[config.mk]
export PLATFORM = sky130hd
export DESIGN_NAME = vif_clear
export DESIGN_NICKNAME = d
export VERILOG_FILES = /design/src/rtl/vif_clear.sv
export SDC_FILE = /design/constraint.sdc
export NUM_CORES = 1
export LEC_CHECK = 0
export ABC_AREA = 1
export BUFFER_PORTS_ARGS = -buffer_cell sky130_fd_sc_hd__buf_2
export CORE_MARGIN = 4
export CORE_UTILIZATION = 40
export DETAILED_ROUTE_END_ITERATION = 6
export SLEW_MARGIN = 20
export SYNTH_ARGS = -nofsm -noshare
export SYNTH_HDL_FRONTEND = slang
export SYNTH_SLANG_ARGS = --single-unit
[constraint.sdc]
create_clock -name clk -period 1.3 [get_ports clk]
set_input_delay 0.065 -clock clk [delete_from_list [all_inputs] [get_ports clk]]
set_output_delay 0.065 -clock clk [all_outputs]
set_load 0.1 [all_outputs]
[src/rtl/vif_clear.sv]
// ----------------------------------------------------------------------------
// vif_clear
// Post-reset sweep: writes every table entry once, leaving only VID 0 valid.
// ----------------------------------------------------------------------------
`default_nettype none

module vif_clear #(
  parameter int DEPTH  = 4096,
  parameter int ADDR_W = 12
) (
  input  wire logic              clk,
  input  wire logic              rst,
  output logic                   busy,
  output logic [ADDR_W-1:0]      addr,
  output logic                   valid_bit
);

  logic [ADDR_W-1:0] cnt;

  always_ff @(posedge clk) begin
    if (rst) begin
      busy <= 1'b1;
      cnt  <= '0;
    end else if (busy) begin
      cnt <= cnt + 1'b1;
      if (cnt == ADDR_W'(DEPTH - 1)) begin
        busy <= 1'b0;
      end
    end
  end

  assign addr      = cnt;
  assign valid_bit = (cnt == '0);

endmodule

`default_nettype wire

==> out/results.ini, run 1 <==
[logic_synthesis]
synthesis.area_um2=669
fraction_of_the_yosys_area_taken_by_sequential_cells=0.389
synth_compound_gate_area_share=0.0841
yosys.area_share.xor_xnor=0
synth_seq_cells=13
synthSimpleGateAreaFrac=0.407
dominant_combinational_cell_family_by_area_after_synthesis=simple AND/OR/NAND/NOR gates
synthMuxAreaShare=0
mappedNetlistNets=103
synth.distinct_cells=16
synth_area_per_cell_um2=6.76
synthCells=99
yosysWarningCount=0
synthAdderAreaFrac=0.0374

[floorplan]
num_rows=14
floorplan_die_width_um=48.9
fp.dieArea_um2=2390
core_area_um2=1540
initial_core_util=0.434
floorplan.die.height_um=48.9
io-pin-count=16

[global_route]
grt_overflow=0
largest_net_degree_at_the_start_of_global_routing=14
initial_antenna_violation_count=0
grt_first_pass_wirelength_mm=2.92
track_usage=0.158
first_global_vias=654

[worst_setup_path]
cp.required_ns=1.24
critical_path.n_buffers_inverters=1
crit_arrival_ns=1.26
critical_path_start_end_classification=reg2out
timing.critical_path.from_type=register
crit_family=simple AND/OR/NAND/NOR gates
max_stage_delay_ns=0.35
critical_path.endpoint_type=output pin
crit_path_top_delay_cell=dfxtp_4
critical_path.max_fanout=2
worstPathCellList=nor2_1 -> nand2_1 -> nor3_4 -> buf_12
r2r_setup_slack_ns=0.08

[place]
hpwlAfterDp_mm=1.21
gp_routability_congestion=0.773
placement.setup.worst_slack_ns=0.127
buffer_ports.inserted=15

[pwr]
power_density_nw_per_um2=871
sw_power_mw=0.287
power.sequential.fraction=0.461
p_int_mw=0.573
p_clk_frac=0.296
switching_share=0.334
combPwrFrac=0.242
power.ir.vdd_worst_uv=585
p_leak_nw=0.451

[cells_and_area]
antennaDiodeCount=0
finish.net_count=130
synthToLayoutAreaGrowth_pct=47.5
drive_gt1_frac=0.440
mostFrequentLayoutCell=nand2_1
final_core_util=0.640
layout.cells.most_common_list=24 x nand2_1, 17 x nor2_1, 11 x dfxtp_4

[timing]
grt_setup_unrepaired=true
upper_clock_frequency_limit_ghz=0.752
postLayoutSetupSlackWorst_ns=-0.0290
worst_clock_skew_ns=0.00516
final_period_minus_worst_setup_slack_ns=1.33
layout_worst_path_cycle_share=1.02
relSlewSlack=0.676
slew_viol_final=0
hold_viol=0
setup_violations=1
measured_slew_at_the_worst_slew_check_pin_ns=0.489

[detailed_routing]
ant_nets=0
drt-pass1-iter-count=4
totalWireLength_mm=1.74
detailroute.via_count=706
vias_per_instance=5.01
route.detailed.drc=0
initialDrtViolationCount=8
route.detailed.wl_per_inst_um=12.3

[clock_network]
root_buffer=clkbuf_4
cts_buffer_depth=2
cts.sinks=13
cts_tree=yes
clkSlewWorstSetupHoldPaths_ns=0.08
clock_latency_ns=0.28
cts-buffers-inserted=3
htreeDepth=1

[min_path]
holdCritPathClass=in2reg

[run]
maxCapViolCount=0

[status]
run_status=finished, violations left
failed_checks=negative setup slack

flip-flops by register name, indices dropped and copies added, names as in the netlist:
name	count
busy	1
addr	12
worst min-delay path, cell delays in order:
cell and delay, ns:
buf_2 0.07, inv_1 0.17, nand2_1 0.12
final timing paths:
path / start / endpoint / cells past startpoint
worst min-delay path: rst / busy / 3
worst min register to register: addr[4] / addr[4] / 1
worst max register to register: addr[0] / addr[5] / 6
worst max-delay path: addr[7] / valid_bit / 4
layer usage:
metal,part of all wire,wire length [um],global-route usage,vias up
met5,0,0,0,-
li1,-,-,-,368
met4,0.026,46,0.0942,0
met3,0.041,71,0.0428,5
met2,0.44,763,0.226,16
met1,0.49,855,0.208,317
power by group through the flow:
stage	Sequential, mW	Combinational [mW]	Clock [mW]
floorplan	0.464	0.0884	0
global placement	0.409	0.183	0
detailed placement	0.410	0.183	0
CTS	0.396	0.201	0.268
global route	0.398	0.216	0.305
finish	0.396	0.208	0.255
final cells by class:
| type | instances | area [um2] |
|---|---|---|
| sequential | 13 | 304 |
| fill | 142 | 554 |
| clock buffer | 4 | 26.3 |
| inverter | 11 | 46.3 |
| tap | 16 | 20.0 |
| timing repair buffer | 23 | 160 |
| multi-input combinational | 74 | 430 |
synthesized netlist by cell type (all sizes together):
| library cell | instances | area [um2] |
|---|---|---|
| inv | 11 | 41.3 |
| nor3 | 2 | 10.0 |
| nor2 | 22 | 100 |
| a21oi | 6 | 30.0 |
| a31oi | 1 | 6.26 |
| nand3 | 9 | 50.1 |
| nand4 | 2 | 12.5 |
| o21ai | 4 | 20.0 |
| ha | 2 | 25.0 |
| dfxtp | 13 | 260 |
| clkbuf | 1 | 13.8 |
| nand2 | 26 | 100 |
metrics by stage:
step | setup TNS [ns] | cell area [um2] | hold WS, ns | std cells | power [mW]
2_1_floorplan | -0.349 | 752 | 0.250 | 99 | 0.553
3_3_place_gp | 0 | 848 | 0.457 | 129 | 0.591
3_5_place_dp | 0 | 848 | 0.459 | 129 | 0.593
4_1_cts | -0.0377 | 950 | 0.166 | 141 | 0.865
5_1_grt | -0.108 | 987 | 0.194 | 141 | 0.919
6_report | -0.0290 | 987 | 0.173 | 141 | 0.859
kinds of logic (layout without fill, tap and decap cells):
| logic type | Yosys count | count (layout) |
|---|---|---|
| AO/OA/AOI/OAI | 11 | 11 |
| adder cells (fa/ha/maj) | 2 | 2 |
| buffers and inverters | 12 | 38 |
| flip-flops | 13 | 13 |
| AND/OR/NAND/NOR | 61 | 61 |
what timing repair did:
item	4_1_cts	5_1_grt
resized for setup	3	10
setup buffers	8	0
pin swaps	2	1
endpoints found under the hold margin	0	0
cloned	0	0
endpoints found under the setup margin	1	7
hold buffers	0	0
Power figures use the tool's default switching activity.
==> inputs of run 2 (changes only) <==
--- a/config.mk
+++ b/config.mk
@@ -9,6 +9,8 @@
 export BUFFER_PORTS_ARGS = -buffer_cell sky130_fd_sc_hd__buf_2
 export CORE_MARGIN = 4
-export CORE_UTILIZATION = 40
+export CORE_UTILIZATION = 50
 export DETAILED_ROUTE_END_ITERATION = 6
+export PLACE_DENSITY = 0.75
+export REMOVE_ABC_BUFFERS = 1
 export SLEW_MARGIN = 20
 export SYNTH_ARGS = -nofsm -noshare
==> constraint.sdc (replaced) <==
create_clock -name clk -period 1.3 [get_ports clk]
set_input_delay 0.195 -clock clk [delete_from_list [all_inputs] [get_ports clk]]
set_output_delay 0.195 -clock clk [all_outputs]
set_load 0.1 [all_outputs]
==> run 2 against run 1 <==
The flow now stops in 5_1_grt. Synthesized cell count stayed put. Synthesized area unchanged.
==> out/results.ini, run 2 <==
[status]
run_status=did not finish
outcome.stop_stage=5_1_grt
run.stop_error=[ERROR DPL-0038] Utilization greater than 100%, impossible to legalize

[logic_synthesis]
synth_common_cells=25 x nand2_1, 19 x nor2_1, 13 x dfxtp_1
synth.distinct_cells=16
synthTopCellsByArea=dfxtp_1 39%, nand2_1 14%, nor2_1 11%
synth_area_per_cell_um2=6.76
synth-main-ff-cell=dfxtp_1
synthAdderAreaFrac=0.0374
synthesis.area_um2=669
yosysWarningCount=0
synthMuxAreaShare=0
synth_seq_cells=13
synthCells=99
yosys.area_share.xor_xnor=0
synth-edff-count=0
synth_compound_gate_area_share=0.0841
synthSimpleGateAreaFrac=0.407
fraction_of_registers_with_async_set_or_reset_after_synthesis=0
yosysTopAreaCell=dfxtp_1
fraction_of_the_yosys_area_taken_by_sequential_cells=0.389
dominant_combinational_cell_family_by_area_after_synthesis=simple AND/OR/NAND/NOR gates
yosys.cell_count.top_type=nand2_1
share_of_the_synthesized_area_in_the_top_cell_type=0.389

[clock_network]
root_buffer=clkbuf_4
cts-buffers-inserted=3
cts.sinks=13
htreeDepth=1
cts_buffer_depth=2

[floorplan]
initial_core_util=0.564
floorplan_die_width_um=44.6
num_rows=12
io-pin-count=16
floorplan.die.height_um=44.6

[place]
gp_routability_congestion=0.809
hpwlAfterDp_mm=1.48
post-place-cells=141
buffer_ports.inserted=15

[timing]
worst_path_end_type=top-level output
grt-worst-endpoint=valid_bit

[global_route]
largest_net_degree_at_the_start_of_global_routing=14

[run 2: cell counts after synthesis]
Identical to the previous run, type by type.
[run 2: cells by family after synthesis]
kind of cell / count (synthesis)
flops: 13
buf+inv: 12
compound gates: 11
simple gates: 61
fa+ha+maj: 2
[run 2: repair_timing]
action	4_1_cts
gates cloned	0
hold buffers	0
buffers inserted	3
pin swaps	2
gates resized for setup	13
endpoints found under the setup margin	2
[run 2: through the flow]
| stage | cell area [um2] | worst slack, ns | hold WS [ns] | util | TNS [ns] |
|---|---|---|---|---|---|
| global placement | 1060 | 0.0448 | 0.460 | 0.897 | 0 |
| CTS | 1150 | -0.183 | 0.310 | 0.966 | -0.184 |
| floorplan | 656 | -2.03 | 0.414 | - | -8.30 |
| detailed placement | 1060 | 0.0172 | 0.492 | 0.897 | 0 |
==> inputs of run 3 (changes only) <==
- CORE_AREA: not set -> 4 4 65 67
- CORE_MARGIN: 4 -> not set
- CORE_UTILIZATION: 50 -> not set
- DIE_AREA: not set -> 0 0 69 71
- PLACE_DENSITY: 0.75 -> not set
- PLACE_DENSITY_LB_ADDON: not set -> 0.15
==> run 3 against run 2 <==
The flow now finishes, with violations (negative setup slack).
==> out/results.ini, run 3 (synthesized netlist as in run 1, its figures left out) <==
[global_route]
grt_first_pass_wirelength_mm=3.28
first_global_vias=702
track_usage=0.0829
largest_net_degree_at_the_start_of_global_routing=14
initial_antenna_violation_count=0
grt_overflow=0

[timing]
final_period_minus_worst_setup_slack_ns=1.45
fin_tns_setup_ns=-0.150
grt_setup_unrepaired=true
setup_violations=1
postLayoutSetupSlackWorst_ns=-0.150
hold_viol=0
measured_slew_at_the_worst_slew_check_pin_ns=0.435
layout_worst_path_cycle_share=1.12
slew_viol_final=0
relSlewSlack=0.710
worst_clock_skew_ns=0.00147
upper_clock_frequency_limit_ghz=0.690

[worst_setup_path]
critical_path_start_end_classification=reg2out
critical_path.startpoint=addr[1]
regToRegStartpoint=addr[1]
max_stage_delay_ns=0.32
critical_path.endpoint_type=output pin
timing.critical_path.from_type=register
critical_path.max_fanout=2
crit_arrival_ns=1.25
crit_family=buffers and inverters
crit_path_top_delay_cell=dfxtp_2
worstPathCellList=inv_2 -> ha_4 -> nand3_2 -> nor3_2 -> buf_4 -> buf_12
critical_path.n_buffers_inverters=3
cp.required_ns=1.11

[cells_and_area]
layout.filler_cells=394
post-route-cell-area_um2=1280
drive_gt1_frac=0.414
final_core_util=0.351
mostFrequentLayoutCell=nand2_1
finish.net_count=145
synthToLayoutAreaGrowth_pct=90.7
layout.cells.most_common_list=24 x nand2_1, 23 x buf_4, 18 x nor2_1
largest_register_ff_count=12
antennaDiodeCount=0

[floorplan]
io-pin-count=16
floorplan.die.height_um=71
initial_core_util=0.184
floorplan_die_width_um=69
num_rows=22
fp.dieArea_um2=4900
core_area_um2=3630

[detailed_routing]
totalWireLength_mm=1.97
route.detailed.wl_per_inst_um=10.5
drt-pass1-iter-count=4
wl_met1_um=973
initialDrtViolationCount=56
dr_wl_met2_um=881
ant_nets=0
detailroute.via_count=758
top_layer_used=met4
routed-wl-met3_um=107
vias_per_instance=4.03
route.detailed.drc=0

[clock_network]
htreeDepth=1
cts_buffer_depth=2
clock_latency_ns=0.24
cts_tree=yes
clkSlewWorstSetupHoldPaths_ns=0.06
cts-buffers-inserted=3
root_buffer=clkbuf_8
cts.sinks=13

[place]
buffer_ports.inserted=15
hpwlAfterDp_mm=1.50
gp_routability_congestion=0.788
placement.setup.worst_slack_ns=-0.0184
total_placed_instance_area_um2=1130

[pwr]
power.total_mw=1.03
power_density_nw_per_um2=809
p_leak_nw=0.560
power.ir.vdd_worst_uv=571

[status]
failed_checks=negative setup slack
run_status=finished, violations left

[run]
maxCapViolCount=0

[min_path]
holdCritPathClass=in2reg
holdCritStartpoint=rst

run 3: per-layer routing:
layer  up-vias  GRT usage
li1        397          -
met1       342      0.110
met2        17      0.125
met3         2     0.0341
met4         0     0.0195
met5         -          0
run 3: worst register-to-register path, delay by kind of cell, from the launching register on:
family,cells,cell delay [ns]
DFF,1,0.33
and+or+nand+nor,5,0.50
adders and majority gates,1,0.14
buffers and inverters,1,0.13
run 3: report_power, final:
group / internal, mW / switching, mW
clock: 0.217 / 0.152
sequential: 0.406 / 0.00545
combinational: 0.103 / 0.150
total: 0.726 / 0.307
run 3: metrics by stage:
step | hold WS (ns) | instances
global route | 0.379 | 188
finish | 0.372 | 188
detailed placement | 0.476 | 178
global placement | 0.461 | 178
CTS | 0.364 | 185
floorplan | 0.414 | 98
run 3: worst paths after layout:
path | to | slack [ns] | cells after the start
setup / recovery | valid_bit | -0.15 | 6
hold / removal | busy | 0.37 | 3
setup reg to reg | busy | 0.08 | 7
hold reg to reg | addr[4] | 0.48 | 1
run 3: timing repair:
item                                    4_1_cts  5_1_grt
hold buffers                                  0        0
endpoints found under the setup margin        2        4
pin swaps                                     2        3
resized for setup                            11        6
buffers inserted                              3        3
run 3: final cells by class:
| cell class | instances | area (um2) | area share |
|---|---|---|---|
| Timing Repair Buffer | 38 | 458 | 0.359 |
| Inverter | 11 | 41.3 | 0.0324 |
| Tap cell | 48 | 60.1 | 0.0471 |
| Sequential cell | 13 | 268 | 0.210 |
| Clock buffer | 4 | 45.0 | 0.0353 |
| Multi-Input combinational cell | 74 | 404 | 0.317 |
==> inputs of run 4 (changes only) <==
- clock period: 1.3 -> 1.7 ns (I/O delays scaled with it)
==> run 4 against run 3 <==
The flow now finishes without violations. Clock power decreased by 23%. Clock skew fell by 0.00062 ns. Critical endpoint unchanged. Final area is 33% lower. Global-route usage shrank 0.71 points. Register-to-register slack improved by 0.40 ns. Sequential share of layout area up 9.4 points. Highest routed layer unchanged. Setup slack improved by 0.22 ns. Utilization decreased by 12 points. Wire length decreased by 11%. Largest power group unchanged. Combinational power down 50%.
==> out/results.ini, run 4 (synthesized netlist as in run 1, its figures left out) <==
[timing]
measured_slew_at_the_worst_slew_check_pin_ns=0.489
grt_setup_unrepaired=false
hold_viol=0
worst_clock_skew_ns=0.000845
relSlewSlack=0.676
layout_worst_path_cycle_share=0.956
slew_viol_final=0
final_period_minus_worst_setup_slack_ns=1.62
postLayoutSetupSlackWorst_ns=0.0751
setup_violations=0
upper_clock_frequency_limit_ghz=0.615

[place]
buffer_ports.inserted=15
hpwlAfterDp_mm=1.31
gp_routability_congestion=0.779
placement.setup.worst_slack_ns=0.221

[cells_and_area]
finish.net_count=122
layout.filler_cells=442
antennaDiodeCount=0
synthToLayoutAreaGrowth_pct=27.9
final_core_util=0.236
mostFrequentLayoutCell=nand2_1
drive_gt1_frac=0.205
largest_register_ff_count=12
layout.cells.most_common_list=25 x nand2_1, 19 x nor2_1, 14 x buf_2

[global_route]
largest_net_degree_at_the_start_of_global_routing=14
grt_first_pass_wirelength_mm=2.86
first_global_vias=615
initial_antenna_violation_count=0
grt_overflow=0
track_usage=0.0758

[worst_setup_path]
critical_path.max_fanout=4
critical_path_start_end_classification=reg2out
timing.critical_path.from_type=register
crit_arrival_ns=1.37
cp.required_ns=1.44
critical_path.endpoint_type=output pin

[clock_network]
htreeDepth=1
cts_buffer_depth=2
cts-buffers-inserted=3
holdBufCountCts=0
cts.sinks=13
cts_tree=yes
clkSlewWorstSetupHoldPaths_ns=0.06
root_buffer=clkbuf_8
clock_latency_ns=0.24

[detailed_routing]
route.detailed.wl_per_inst_um=10.6
totalWireLength_mm=1.75
vias_per_instance=3.95
ant_nets=0
initialDrtViolationCount=47
detailroute.via_count=652
route.detailed.drc=0
drt-pass1-iter-count=4

[floorplan]
io-pin-count=16
core_area_um2=3630
num_rows=22
floorplan_die_width_um=69
initial_core_util=0.184
fp.dieArea_um2=4900
floorplan.die.height_um=71

[pwr]
power_density_nw_per_um2=849
p_leak_nw=0.393
power.ir.vdd_worst_uv=277

[run]
maxCapViolCount=0

[min_path]
holdCritPathClass=in2reg

[status]
run_status=finished clean

## run 4: changes by cell type in the layout (fill, tap and decap cells not counted), moves of 2 or more
cell     change
buf_4       -23
buf_12      -13
buf_2       +13
dfxtp_1      +4
dfxtp_2      -3
ha_1         +2
ha_4         -2
inv_1        +2
inv_2        -2
## run 4: critical path, stage by stage, from the launching register on
cell,delay (ns)
dfxtp_1,0.34
inv_1,0.08
ha_1,0.15
nand3_1,0.10
nor3_2,0.25
buf_12,0.21
## run 4: report_power, final
group | internal (mW) | total, mW | switching, mW
clock | 0.166 | 0.283 | 0.117
combinational | 0.0298 | 0.126 | 0.0962
sequential | 0.311 | 0.318 | 0.00685
total | 0.506 | 0.726 | 0.220
## run 4: repair_timing
action	CTS	global route
setup endpoints to repair	1	1
resized for setup	1	0
buffers inserted	0	0
pin swaps	0	1
## run 4: layout make-up
cell class | instances | area [um2] | area share
Inverter | 11 | 41.3 | 0.0482
Clock buffer | 4 | 45.0 | 0.0526
Sequential cell | 13 | 260 | 0.304
Multi-Input combinational cell | 74 | 359 | 0.420
Tap cell | 48 | 60.1 | 0.0702
Timing Repair Buffer | 15 | 90.1 | 0.105
## run 4: per-stage QoR
step	TNS, ns	power (mW)	std cells	area [um2]	hold slack, ns
global route	0	0.762	165	856	0.467
detailed placement	0	0.450	161	806	0.500
floorplan	-2.98	0.418	98	656	0.474
CTS	0	0.745	165	856	0.422
global placement	0	0.449	161	806	0.500
finish	0	0.726	165	856	0.413
## run 4: path summary, 6_finish.rpt
check        startpoint        end  slack (ns)  cells after the start
min reg2reg        busy       busy        0.52                      2
max reg2reg     addr[1]   addr[10]        0.48                      7
min                 rst       busy        0.41                      3
max             addr[1]  valid_bit        0.08                      5
## run 4: metal layers
layer | track usage | vias up | routed length (um) | part of all wire
met5 | 0 | - | 0 | 0
met4 | 0.0521 | 0 | 47 | 0.027
met3 | 0.0241 | 4 | 86 | 0.049
met2 | 0.118 | 17 | 716 | 0.41
met1 | 0.0889 | 281 | 896 | 0.51
li1 | - | 350 | - | -
